$ cat src/tgahdr_pkg.sv
// ----------------------------------------------------------------------------
// tgahdr_pkg: shared types and constants for the TGA header check block
// Result kinds, image type codes, header byte positions and the result struct.
// ----------------------------------------------------------------------------
package tgahdr_pkg;

	localparam int DATA_W  = 8;
	localparam int WORD_W  = 32;
	localparam int DIM_W   = 16;
	localparam int KIND_W  = 2;
	localparam int NBYTE_W = 3;
	localparam int HPOS_W  = 5;

	// result kinds
	localparam logic [KIND_W-1:0] KIND_HDR_OK  = 2'd0;
	localparam logic [KIND_W-1:0] KIND_HDR_BAD = 2'd1;
	localparam logic [KIND_W-1:0] KIND_PIXEL   = 2'd2;

	// image type codes
	localparam logic [DATA_W-1:0] TYPE_RGB  = 8'd2;
	localparam logic [DATA_W-1:0] TYPE_GRAY = 8'd3;
	localparam logic [DATA_W-1:0] TYPE_RLE  = 8'd10;

	// header byte positions
	localparam logic [HPOS_W-1:0] HPOS_IDENT  = 5'd0;
	localparam logic [HPOS_W-1:0] HPOS_TYPE   = 5'd2;
	localparam logic [HPOS_W-1:0] HPOS_WID_LO = 5'd12;
	localparam logic [HPOS_W-1:0] HPOS_WID_HI = 5'd13;
	localparam logic [HPOS_W-1:0] HPOS_HGT_LO = 5'd14;
	localparam logic [HPOS_W-1:0] HPOS_HGT_HI = 5'd15;
	localparam logic [HPOS_W-1:0] HPOS_BPP    = 5'd16;
	localparam logic [HPOS_W-1:0] HPOS_LAST   = 5'd17;

	typedef struct packed {
		logic               valid;
		logic [KIND_W-1:0]  kind;
		logic [WORD_W-1:0]  pixel_word;
		logic [NBYTE_W-1:0] pixel_bytes;
		logic [DATA_W-1:0]  image_type;
		logic [DIM_W-1:0]   image_width;
		logic [DIM_W-1:0]   image_height;
		logic [DATA_W-1:0]  bits_per_pixel;
		logic               last_pixel;
	} result_t;

	// bytes per pixel, 0 when the depth is not supported
	function automatic logic [NBYTE_W-1:0] bytes_per_pel(input logic [DATA_W-1:0] bpp);
		logic [4:0] b;
		b = bpp[7:3];
		if (b == 5'd1 || b == 5'd3 || b == 5'd4)
			return b[NBYTE_W-1:0];
		else
			return '0;
	endfunction

endpackage

$ cat src/tgahdr_parse.sv
// ----------------------------------------------------------------------------
// tgahdr_parse: header capture, ident skip and pixel gather
// Holds the parse state; computes the next state and the result for one byte.
// ----------------------------------------------------------------------------
module tgahdr_parse (
	input  logic                           clk,
	input  logic                           arst_n,
	input  logic                           advance,
	input  logic [tgahdr_pkg::DATA_W-1:0]  data_byte,
	input  logic                           file_start,
	output tgahdr_pkg::result_t            res
);
	import tgahdr_pkg::*;

	localparam logic [1:0] PH_HEADER = 2'd0;
	localparam logic [1:0] PH_SKIP   = 2'd1;
	localparam logic [1:0] PH_PIXELS = 2'd2;
	localparam logic [1:0] PH_DONE   = 2'd3;

	logic [1:0]        phase_q, phase_d;
	logic [HPOS_W-1:0] header_pos_q, header_pos_d;
	logic [DATA_W-1:0] ident_len_q, ident_len_d;
	logic [DATA_W-1:0] type_q, type_d;
	logic [DIM_W-1:0]  width_q, width_d;
	logic [DIM_W-1:0]  height_q, height_d;
	logic [DATA_W-1:0] bpp_q, bpp_d;
	logic [DATA_W-1:0] skip_left_q, skip_left_d;
	logic [23:0]       pixel_acc_q, pixel_acc_d;
	logic [1:0]        byte_in_pixel_q, byte_in_pixel_d;
	logic [WORD_W-1:0] pixels_left_q, pixels_left_d;

	logic [1:0]         ph;
	logic [HPOS_W-1:0]  hpos;
	logic [23:0]        acc;
	logic [1:0]         k;
	logic [NBYTE_W-1:0] bpb;
	logic [WORD_W-1:0]  area;
	logic [WORD_W-1:0]  word;
	logic [WORD_W-1:0]  pl_dec;
	logic [DATA_W-1:0]  skip_dec;
	logic               hdr_ok;

	assign bpb  = bytes_per_pel(bpp_q);
	assign area = WORD_W'(width_q) * WORD_W'(height_q);
	assign ph   = file_start ? PH_HEADER : phase_q;
	assign hpos = file_start ? HPOS_IDENT : header_pos_q;
	assign acc  = file_start ? '0 : pixel_acc_q;
	assign k    = file_start ? 2'd0 : byte_in_pixel_q;
	assign word = {8'd0, acc} | (WORD_W'(data_byte) << {k, 3'b000});
	assign pl_dec   = (pixels_left_q != '0) ? pixels_left_q - 1'b1 : '0;
	assign skip_dec = (skip_left_q != '0) ? skip_left_q - 1'b1 : '0;
	assign hdr_ok = (type_q == TYPE_RGB || type_q == TYPE_GRAY || type_q == TYPE_RLE)
		&& width_q != '0 && height_q != '0 && bpb != '0;

	always_comb begin
		phase_d         = ph;
		header_pos_d    = hpos;
		ident_len_d     = ident_len_q;
		type_d          = type_q;
		width_d         = width_q;
		height_d        = height_q;
		bpp_d           = bpp_q;
		skip_left_d     = skip_left_q;
		pixel_acc_d     = acc;
		byte_in_pixel_d = k;
		pixels_left_d   = pixels_left_q;

		res                = '0;
		res.pixel_bytes    = bpb;
		res.image_type     = type_q;
		res.image_width    = width_q;
		res.image_height   = height_q;
		res.bits_per_pixel = bpp_q;

		unique case (ph)
			PH_HEADER: begin
				unique case (hpos)
					HPOS_IDENT:  ident_len_d = data_byte;
					HPOS_TYPE:   type_d = data_byte;
					HPOS_WID_LO: width_d[7:0] = data_byte;
					HPOS_WID_HI: width_d[15:8] = data_byte;
					HPOS_HGT_LO: height_d[7:0] = data_byte;
					HPOS_HGT_HI: height_d[15:8] = data_byte;
					HPOS_BPP:    bpp_d = data_byte;
					default: ;
				endcase
				if (hpos < HPOS_LAST) begin
					header_pos_d = hpos + 1'b1;
				end else begin
					header_pos_d = '0;
					res.valid    = 1'b1;
					res.kind     = hdr_ok ? KIND_HDR_OK : KIND_HDR_BAD;
					if (!hdr_ok || type_q == TYPE_RLE) begin
						phase_d = PH_DONE;
					end else if (ident_len_q != '0) begin
						phase_d     = PH_SKIP;
						skip_left_d = ident_len_q;
					end else begin
						phase_d         = PH_PIXELS;
						pixel_acc_d     = '0;
						byte_in_pixel_d = '0;
						pixels_left_d   = area;
					end
				end
			end
			PH_SKIP: begin
				skip_left_d = skip_dec;
				if (skip_dec == '0) begin
					phase_d         = PH_PIXELS;
					pixel_acc_d     = '0;
					byte_in_pixel_d = '0;
					pixels_left_d   = area;
				end
			end
			PH_PIXELS: begin
				if (bpb == '0) begin
					phase_d = PH_DONE;
				end else begin
					if (k != 2'd3)
						pixel_acc_d = word[23:0];
					if ({1'b0, k} + 3'd1 < bpb) begin
						byte_in_pixel_d = k + 1'b1;
					end else begin
						pixel_acc_d     = '0;
						byte_in_pixel_d = '0;
						pixels_left_d   = pl_dec;
						res.valid       = 1'b1;
						res.kind        = KIND_PIXEL;
						res.last_pixel  = (pl_dec == '0);
						// BGR to RGB for true-color images
						if (type_q == TYPE_RGB && bpb >= 3'd3)
							res.pixel_word = {word[31:24], word[7:0], word[15:8], word[23:16]};
						else
							res.pixel_word = word;
						if (pl_dec == '0)
							phase_d = PH_DONE;
					end
				end
			end
			PH_DONE: ;
			default: ;
		endcase
	end

	always_ff @(posedge clk or negedge arst_n) begin
		if (!arst_n) begin
			phase_q         <= PH_HEADER;
			header_pos_q    <= '0;
			ident_len_q     <= '0;
			type_q          <= '0;
			width_q         <= '0;
			height_q        <= '0;
			bpp_q           <= '0;
			skip_left_q     <= '0;
			pixel_acc_q     <= '0;
			byte_in_pixel_q <= '0;
			pixels_left_q   <= '0;
		end else if (advance) begin
			phase_q         <= phase_d;
			header_pos_q    <= header_pos_d;
			ident_len_q     <= ident_len_d;
			type_q          <= type_d;
			width_q         <= width_d;
			height_q        <= height_d;
			bpp_q           <= bpp_d;
			skip_left_q     <= skip_left_d;
			pixel_acc_q     <= pixel_acc_d;
			byte_in_pixel_q <= byte_in_pixel_d;
			pixels_left_q   <= pixels_left_d;
		end
	end

endmodule

$ cat src/tga_header_check_pixel_unpack.sv
// ----------------------------------------------------------------------------
// tga_header_check_pixel_unpack: TGA header check and pixel unpack
//
//   channel | direction | handshake          | payload
//   --------+-----------+--------------------+---------------------------------
//   in      | input     | in_valid/in_stall   | data_byte, file_start
//   out     | output    | out_valid/out_stall | kind, pixel_word, pixel_bytes,
//           |           |                    | image_type, image_width,
//           |           |                    | image_height, bits_per_pixel,
//           |           |                    | last_pixel
//
// One byte per cycle while out_stall does not hold the output register; each result
// passes the input register, then the result register. The path through the parser is
// set by the 16x16 width*height product loaded into the pixel counter.
// Reset clears the parser to header position 0. in_stall rises only while
// a result waits in the output register and out_stall is high.
// ----------------------------------------------------------------------------
module tga_header_check_pixel_unpack (
	input  logic                            clk,
	input  logic                            arst_n,
	input  logic                            in_valid,
	output logic                            in_stall,
	input  logic [tgahdr_pkg::DATA_W-1:0]   data_byte,
	input  logic                            file_start,
	output logic                            out_valid,
	input  logic                            out_stall,
	output logic [tgahdr_pkg::KIND_W-1:0]   kind,
	output logic [tgahdr_pkg::WORD_W-1:0]   pixel_word,
	output logic [tgahdr_pkg::NBYTE_W-1:0]  pixel_bytes,
	output logic [tgahdr_pkg::DATA_W-1:0]   image_type,
	output logic [tgahdr_pkg::DIM_W-1:0]    image_width,
	output logic [tgahdr_pkg::DIM_W-1:0]    image_height,
	output logic [tgahdr_pkg::DATA_W-1:0]   bits_per_pixel,
	output logic                            last_pixel
);
	import tgahdr_pkg::*;

	logic              valid_s1;
	logic [DATA_W-1:0] data_byte_s1;
	logic              file_start_s1;
	logic              advance;
	logic              out_valid_q;
	result_t           res;
	result_t           res_q;

	// s1 moves on whenever the output register is empty or being drained
	assign advance  = valid_s1 && !(out_valid_q && out_stall);
	assign in_stall = valid_s1 && out_valid_q && out_stall;

	always_ff @(posedge clk or negedge arst_n) begin
		if (!arst_n)
			valid_s1 <= 1'b0;
		else if (!in_stall)
			valid_s1 <= in_valid;
	end

	always_ff @(posedge clk) begin
		if (!in_stall) begin
			data_byte_s1  <= data_byte;
			file_start_s1 <= file_start;
		end
	end

	tgahdr_parse u_parse (
		.clk        (clk),
		.arst_n     (arst_n),
		.advance    (advance),
		.data_byte  (data_byte_s1),
		.file_start (file_start_s1),
		.res        (res)
	);

	always_ff @(posedge clk or negedge arst_n) begin
		if (!arst_n)
			out_valid_q <= 1'b0;
		else if (advance)
			out_valid_q <= res.valid;
		else if (!out_stall)
			out_valid_q <= 1'b0;
	end

	always_ff @(posedge clk) begin
		if (advance && res.valid)
			res_q <= res;
	end

	assign out_valid      = out_valid_q;
	assign kind           = res_q.kind;
	assign pixel_word     = res_q.pixel_word;
	assign pixel_bytes    = res_q.pixel_bytes;
	assign image_type     = res_q.image_type;
	assign image_width    = res_q.image_width;
	assign image_height   = res_q.image_height;
	assign bits_per_pixel = res_q.bits_per_pixel;
	assign last_pixel     = res_q.last_pixel;

	// pixel transactions only ever carry a supported depth
	a_pixel_depth: assert property (@(posedge clk) disable iff (!arst_n)
		(out_valid && kind == KIND_PIXEL) |->
		(pixel_bytes == 3'd1 || pixel_bytes == 3'd3 || pixel_bytes == 3'd4))
		else $error("pixel transaction with unsupported depth");

	a_hdr_ok_dims: assert property (@(posedge clk) disable iff (!arst_n)
		(out_valid && kind == KIND_HDR_OK) |->
		(image_width != '0 && image_height != '0 &&
		 (image_type == TYPE_RGB || image_type == TYPE_GRAY || image_type == TYPE_RLE)))
		else $error("accepted header with bad fields");

	a_last_is_pixel: assert property (@(posedge clk) disable iff (!arst_n)
		(out_valid && last_pixel) |-> (kind == KIND_PIXEL))
		else $error("last flag on a header transaction");

	a_no_rle_pixels: assert property (@(posedge clk) disable iff (!arst_n)
		(out_valid && kind == KIND_PIXEL) |-> (image_type != TYPE_RLE))
		else $error("pixel emitted for run-length image");

endmodule

$ cat config.mk
export PLATFORM = sky130hd
export DESIGN_NAME = tga_header_check_pixel_unpack
export DESIGN_NICKNAME = d
export VERILOG_FILES = /design/src/tgahdr_pkg.sv /design/src/tgahdr_parse.sv /design/src/tga_header_check_pixel_unpack.sv
export SDC_FILE = /design/constraint.sdc
export NUM_CORES = 1
export LEC_CHECK = 0
export ABC_AREA = 1
export BUFFER_PORTS_ARGS = -buffer_cell sky130_fd_sc_hd__buf_2
export CORE_AREA = 4 4 194 196
export CTS_CLUSTER_SIZE = 25
export DETAILED_ROUTE_END_ITERATION = 10
export DIE_AREA = 0 0 198 200
export MAX_ROUTING_LAYER = met4
export PLACE_DENSITY_LB_ADDON = 0.25
export SYNTH_ARGS = -nofsm -noshare
export SYNTH_HDL_FRONTEND = slang
export SYNTH_SLANG_ARGS = --single-unit
$ cat constraint.sdc
create_clock -name clk -period 7.5 [get_ports clk]
set_input_delay 1.5 -clock clk [delete_from_list [all_inputs] [get_ports clk]]
set_output_delay 1.5 -clock clk [all_outputs]
set_load 0.02 [all_outputs]
Word-level counts from Yosys, hierarchy flattened
Cells that the tools add are included.
Operators by class
  add/sub/neg operators: 5
  multiply operators: 1
  magnitude comparators: 3
  eq/ne operators: 23
  shift-type cells: 1
  muxes and demuxes: 51
  bitwise gates (word level): 2
  reductions and logical operators: 39
Operator list (count)
  32-bit two-way mux: 7
  24-bit two-way mux: 9
  32-bit case mux with 3 select lines: 1
  24-bit case mux with 3 select lines: 1
  35-bit two-way mux: 2
  32-bit zero test: 1
  16-bit by 16-bit multiplier with 32-bit output: 1
  8-bit two-way mux: 4
  24-bit by 32-bit OR with 32-bit output: 1
  16-bit nonzero test: 2
  32-bit nonzero test: 1
  8-bit by 5-bit << shifter with 32-bit output: 1
  32-bit by 1-bit subtractor with 32-bit output (second input constant): 1
  2-bit two-way mux: 15
  3-bit AND reduction: 7
  5-bit by 4-bit == test with 1-bit output (second input constant): 4
  8-bit by 2-bit == test with 1-bit output (second input constant): 2
  8-bit case mux with 2 select lines: 1
  8-bit nonzero test: 2
  5-bit two-way mux: 3
  2-bit != test (second input constant): 6
  2-bit case mux with 3 select lines: 2
  5-bit by 2-bit == test with 1-bit output (second input constant): 2
  1-bit logical AND: 9
  29 further kinds: 40
Word-level totals
  register bits: 226
  input bits: 13
  output and inout bits: 88
  logic and storage cells: 150

Depth between registers and ports, before layout
  word-level depth: 11
  depth in mapped cells: 29
  depth with buffers taken out: 27

By module
From an unflattened synthesis, not the netlist that was laid out.
Second synthesis, totals
  cells, all modules: 2632
  area, all modules: 20467.1 um^2
By module, submodules not included
  tgahdr_parse: instances 1, cells an instance 2524, area an instance 17513.0 um^2, seq. area each 3228.1 um^2
  tga_header_check_pixel_unpack: instances 1, cells an instance 108, area an instance 2954.1 um^2, seq. area each 2902.8 um^2

Least setup slack after synthesis
No wires, ideal clock.
  kind: flip-flop to flip-flop
  start point: reg file_start_s1
  end point: reg res_q, in the netlist bits_per_pixel[0] (enable)
  setup time: 0.534 ns
  arrival: 6.154 ns
  data required time: 6.966 ns
  slack: 0.812 ns
  stages on the path, launching flop included: 17
  path buffers: 3
  clock period less this slack: 6.688 ns
  cells stage by stage: edfxtp_1 buf_2 inv_2 nand2_2 inv_2 clkbuf_1 clkbuf_1 ha_1 ha_1 nand3_1 nand2_1 inv_1 nor3_2 inv_2 nand2_1 inv_1 nor2_1
On the way
  longest elaborated chain between the ends: 7
  elaborated cells on any way between the ends: 13
  classes of those cells: 1 x add/sub; 2 x order compare; 1 x eq/ne; 7 x mux; 2 x reduce/logical
RTL lines
  from (decl): RTL line tga_header_check_pixel_unpack.sv:40  | logic file_start_s1;
  from (signal assigned): RTL line tga_header_check_pixel_unpack.sv:60  | file_start_s1 <= file_start;
  2-bit two-way mux: RTL line tgahdr_parse.sv:48  | assign k = file_start ? 2'd0 : byte_in_pixel_q;
  2-bit by 1-bit adder with 3-bit output: RTL line tgahdr_parse.sv:121  | if ({1'b0, k} + 3'd1 < bpb) begin
  3-bit < comparator: RTL line tgahdr_parse.sv:121
  35-bit two-way mux: RTL line tgahdr_parse.sv:121
  35-bit two-way mux: RTL line tgahdr_parse.sv:116  | if (bpb == '0) begin
  3-bit case mux with 2 select lines (*): RTL line tgahdr_parse.sv:75  | unique case (ph)
  1-bit logical AND (*): RTL line tga_header_check_pixel_unpack.sv:83  | if (advance && res.valid)
  to (signal assigned): RTL line tga_header_check_pixel_unpack.sv:84  | res_q <= res;
  to (decl): RTL line tga_header_check_pixel_unpack.sv:44  | result_t res_q;
Every way passes the cells marked *; elsewhere a longest branch is shown, timed or not.
A chain may end at the register's enable or synchronous reset.

Final worst setup path
  start point: reg u_parse.width_q[6]
  end point: reg u_parse.pixels_left_q[25]
On the way
  longest elaborated chain between the ends: 8
  elaborated cells on any way between the ends: 14
  classes of those cells: 1 x mul; 1 x eq/ne; 5 x mux; 7 x reduce/logical
RTL lines
  from (decl): RTL line tgahdr_parse.sv:24  | logic [DIM_W-1:0] width_q, width_d;
  from (signal assigned): RTL line tgahdr_parse.sv:163  | width_q <= width_d;
  branches (longest 8 deep; another with 16-bit by 16-bit multiplier with 32-bit output)
  to (signal assigned): RTL line tgahdr_parse.sv:169  | pixels_left_q <= pixels_left_d;
  to (decl): RTL line tgahdr_parse.sv:30  | logic [WORD_W-1:0] pixels_left_q, pixels_left_d;
Several ways; the timed one is not identified. The select of a mux whose other input is x is not followed.

==> flow_summary.yaml <==
run_status:
  run_status: "finished, final reports clean"
routing:
  route.vias.total: 16613
  wl_per_cell_um: 17.7
  drt_iter0_markers: 1538
  ant_nets: 0
  vias_per_cell: 5.52
  drc: 0
  first_pass_iters: 5
  routed_wirelength_um: 53400
sta:
  tightest_slew_ps: 1010
  finalCritPeriodShare_pct: 88.5
  finClkSkew_ps: 23.7
  slew_viol_final: 0
  hold_viol: 0
  max-slew-margin-rel_pct: 32.6
  setup_violations: 0
  fmax_mhz: 151
  finalCriticalPeriod_ps: 6640
  timing.setup.tns_ps: 0
  rsz0062_at_grt: "no"
power:
  power_density_nw_per_um2: 189
  vdd_drop_max_mv: 0.250
  p_seq_share_pct: 37.8
  combinationalPowerShare_pct: 31.6
  power_switching_share_pct: 38.3
  clkPwrFrac_pct: 30.5
  intPower_uw: 2510
  switchingPower_uw: 1560
  p_leak_uw: 0.0112
clocking:
  cts_tree: "yes"
  cts_resized: 0
  clkLatencyLatePin_ps: 550
  hold_buffers: 0
  h-tree-depth: 1
  cts.sinks: 226
  numCtsBuffers: 25
  cts_buffer_depth: 3
  clk_pin_slew_ps: 70
  clockRootBuffer: "clkbuf_16"
  postCtsSetupBuffers: 0
setup_path:
  r2r_slack_ps: 860
  reg2reg_to: "u_parse.pixels_left_q[25]"
  max_stage_delay_ps: 990
  critPathArrivalTime_ps: 7060
  r2r-start: "u_parse.width_q[6]"
  crit_slowest_cell: "dfrtp_1"
  crit_fanout: 19
  critical_path_class: "flip-flop to flip-flop"
  crit_path_end_kind: "flip-flop"
  crit_buf_inv: 6
  path_delay_family: "adder cells"
  critPathLaunchType: "flip-flop"
  reg2regPathDepth: 24
  required_ps: 7920
  crit_path_cell_trace: "nand2_1 -> fa_1 -> inv_1 -> fa_1 -> inv_1 -> fa_1 -> inv_1 -> fa_1 -> fa_1 -> inv_1 -> fa_1 -> inv_1 -> ha_1 -> inv_1 -> o21bai_1 -> a21boi_0 -> o21bai_1 -> a21oi_1 -> o21bai_1 -> or2_2 -> nand3_1 -> o21ai_0 -> nand2_1 -> nand2_1"
placement:
  placed_area_um2: 20700
  numPortBuffers: 100
  gp_congestion: 0.962
  dpl.hpwl_um: 40000
min_path:
  hold_end: "bits_per_pixel[2]"
  hp-class: "flip-flop to flip-flop"
  min_from: "u_parse.bpp_q[2]"
  holdPathStages: 0
logic_synthesis:
  synth_edf_count: 95
  synth_warnings: 0
  synth-seq-area-share_pct: 30.7
  synth.avg_cell_area_um2: 8.01
  synth_cells: 2494
  synthFlopType: "dfrtp_1"
  async_flop_share_pct: 58.0
  syn-num-nets: 2815
  ys_ff_latch: 226
  ys_types: 52
  syn_area_um2: 20000
floorplanning:
  ios: 101
  die_h_um: 200
  coreArea_um2: 36100
  dieArea_um2: 39600
  rows: 70
  initial_core_util_pct: 55.3
  die_w_um: 198
global_route:
  grt_pass1_vias: 16288
  grt_max_degree: 81
  grt.overflow.total: 0
  antenna_found_initial: 0
  grt_pass1_wl_um: 86700
  grt_use_total_pct: 28.0
final_layout:
  final_area_um2: 21600
  layout.nets: 2844
  nFillCells: 3185
  mostFrequentLayoutCells: "662 x nand2_1, 482 x inv_1, 194 x fa_1, 176 x nor2_1, 140 x o21ai_0"
  layout-drive-gt1-share_pct: 8.89
  antenna-diode-count: 0
  syn2layout_area_growth_pct: 7.94
  final_common_cell: "nand2_1"
job:
  drv_cap: 0
## registers in the layout, indices dropped and copies added, names as in the netlist, 2 cells and up
signal                   flops
pixel_word                  32
u_parse.pixels_left_q       32
u_parse.pixel_acc_q         24
image_height                16
image_width                 16
u_parse.height_q            16
u_parse.width_q             16
bits_per_pixel               8
data_byte_s1                 8
image_type                   8
u_parse.bpp_q                8
u_parse.ident_len_q          8
u_parse.skip_left_q          8
u_parse.type_q               8
u_parse.header_pos_q         5
pixel_bytes                  3
kind                         2
u_parse.byte_in_pixel_q      2
u_parse.phase_q              2
## power by group through the flow
| stage | clock network, uW | logic (uW) | registers [uW] |
|---|---|---|---|
| final | 1240 | 1290 | 1540 |
| after global routing | 1320 | 1450 | 1550 |
| after CTS | 1260 | 1280 | 1540 |
| after detailed placement | 0 | 1270 | 1560 |
| after global placement | 0 | 1260 | 1560 |
| after floorplan | 0 | 1010 | 1490 |
## area by class of cell
| class | count | area, um2 | share of cell area, % |
|---|---|---|---|
| Timing Repair Buffer | 111 | 602 | 2.79 |
| Multi-Input combinational cell | 1656 | 11500 | 53.4 |
| Clock inverter | 14 | 158 | 0.731 |
| Tap cell | 468 | 586 | 2.72 |
| Inverter | 503 | 1890 | 8.76 |
| Clock buffer | 32 | 672 | 3.12 |
| Sequential cell | 226 | 6130 | 28.4 |
## how the worst max path moves through the flow
| stage | startpoint | to | slack, ps | cells past startpoint |
|---|---|---|---|---|
| after floorplan | file_start_s1 | bits_per_pixel[0] | 810 | 16 |
| after global placement | u_parse.width_q[7] | u_parse.pixels_left_q[25] | 930 | 24 |
| after detailed placement | u_parse.width_q[6] | u_parse.pixels_left_q[25] | 1000 | 24 |
| after CTS | u_parse.width_q[6] | u_parse.pixels_left_q[25] | 950 | 24 |
| after global routing | u_parse.width_q[6] | u_parse.pixels_left_q[28] | 560 | 27 |
| final | u_parse.width_q[6] | u_parse.pixels_left_q[25] | 860 | 24 |
## cell usage after synthesis, drive strengths merged, types with 32 or more instances
cell | count | area [um2]
nand3 | 83 | 420
fa | 194 | 3880
buf | 32 | 154
dfrtp | 131 | 3280
a21oi | 67 | 362
clkbuf | 77 | 289
edfxtp | 95 | 2850
nand2 | 667 | 2530
inv | 501 | 1880
ha | 114 | 1430
o21ai | 164 | 821
nor2 | 198 | 833
## logic make-up after synthesis
logic type / count (synthesis) / synth area share, %
adder cells (fa/ha/maj): 308 / 26.6
flip-flops: 226 / 30.7
multiplexers: 1 / 0.0501
AND/OR/NAND/NOR: 1001 / 20.7
XOR/XNOR: 23 / 1.01
buffers and inverters: 612 / 11.7
AO/OA/AOI/OAI: 323 / 9.26
## per-stage QoR
step,cells,power (uW),util (%),hold slack (ps),worst slack [ps]
final,3010,4080,59.7,462,863
after global routing,3010,4330,59.7,484,560
after CTS,3010,4080,59.7,458,953
after detailed placement,2964,2830,57.4,442,998
after global placement,2964,2810,57.4,434,926
after floorplan,2494,2490,-,423,812
## per-layer routing
layer  wire length, um  vias to the layer above  GRT usage [%]
met2             24900                      674           44.1
met4              1370                        0           6.71
li1                  -                     7766              -
met5                 0                        -              -
met1             22700                     8050           38.8
met3              4420                      123           4.45
Power figures use the tool's default switching activity.
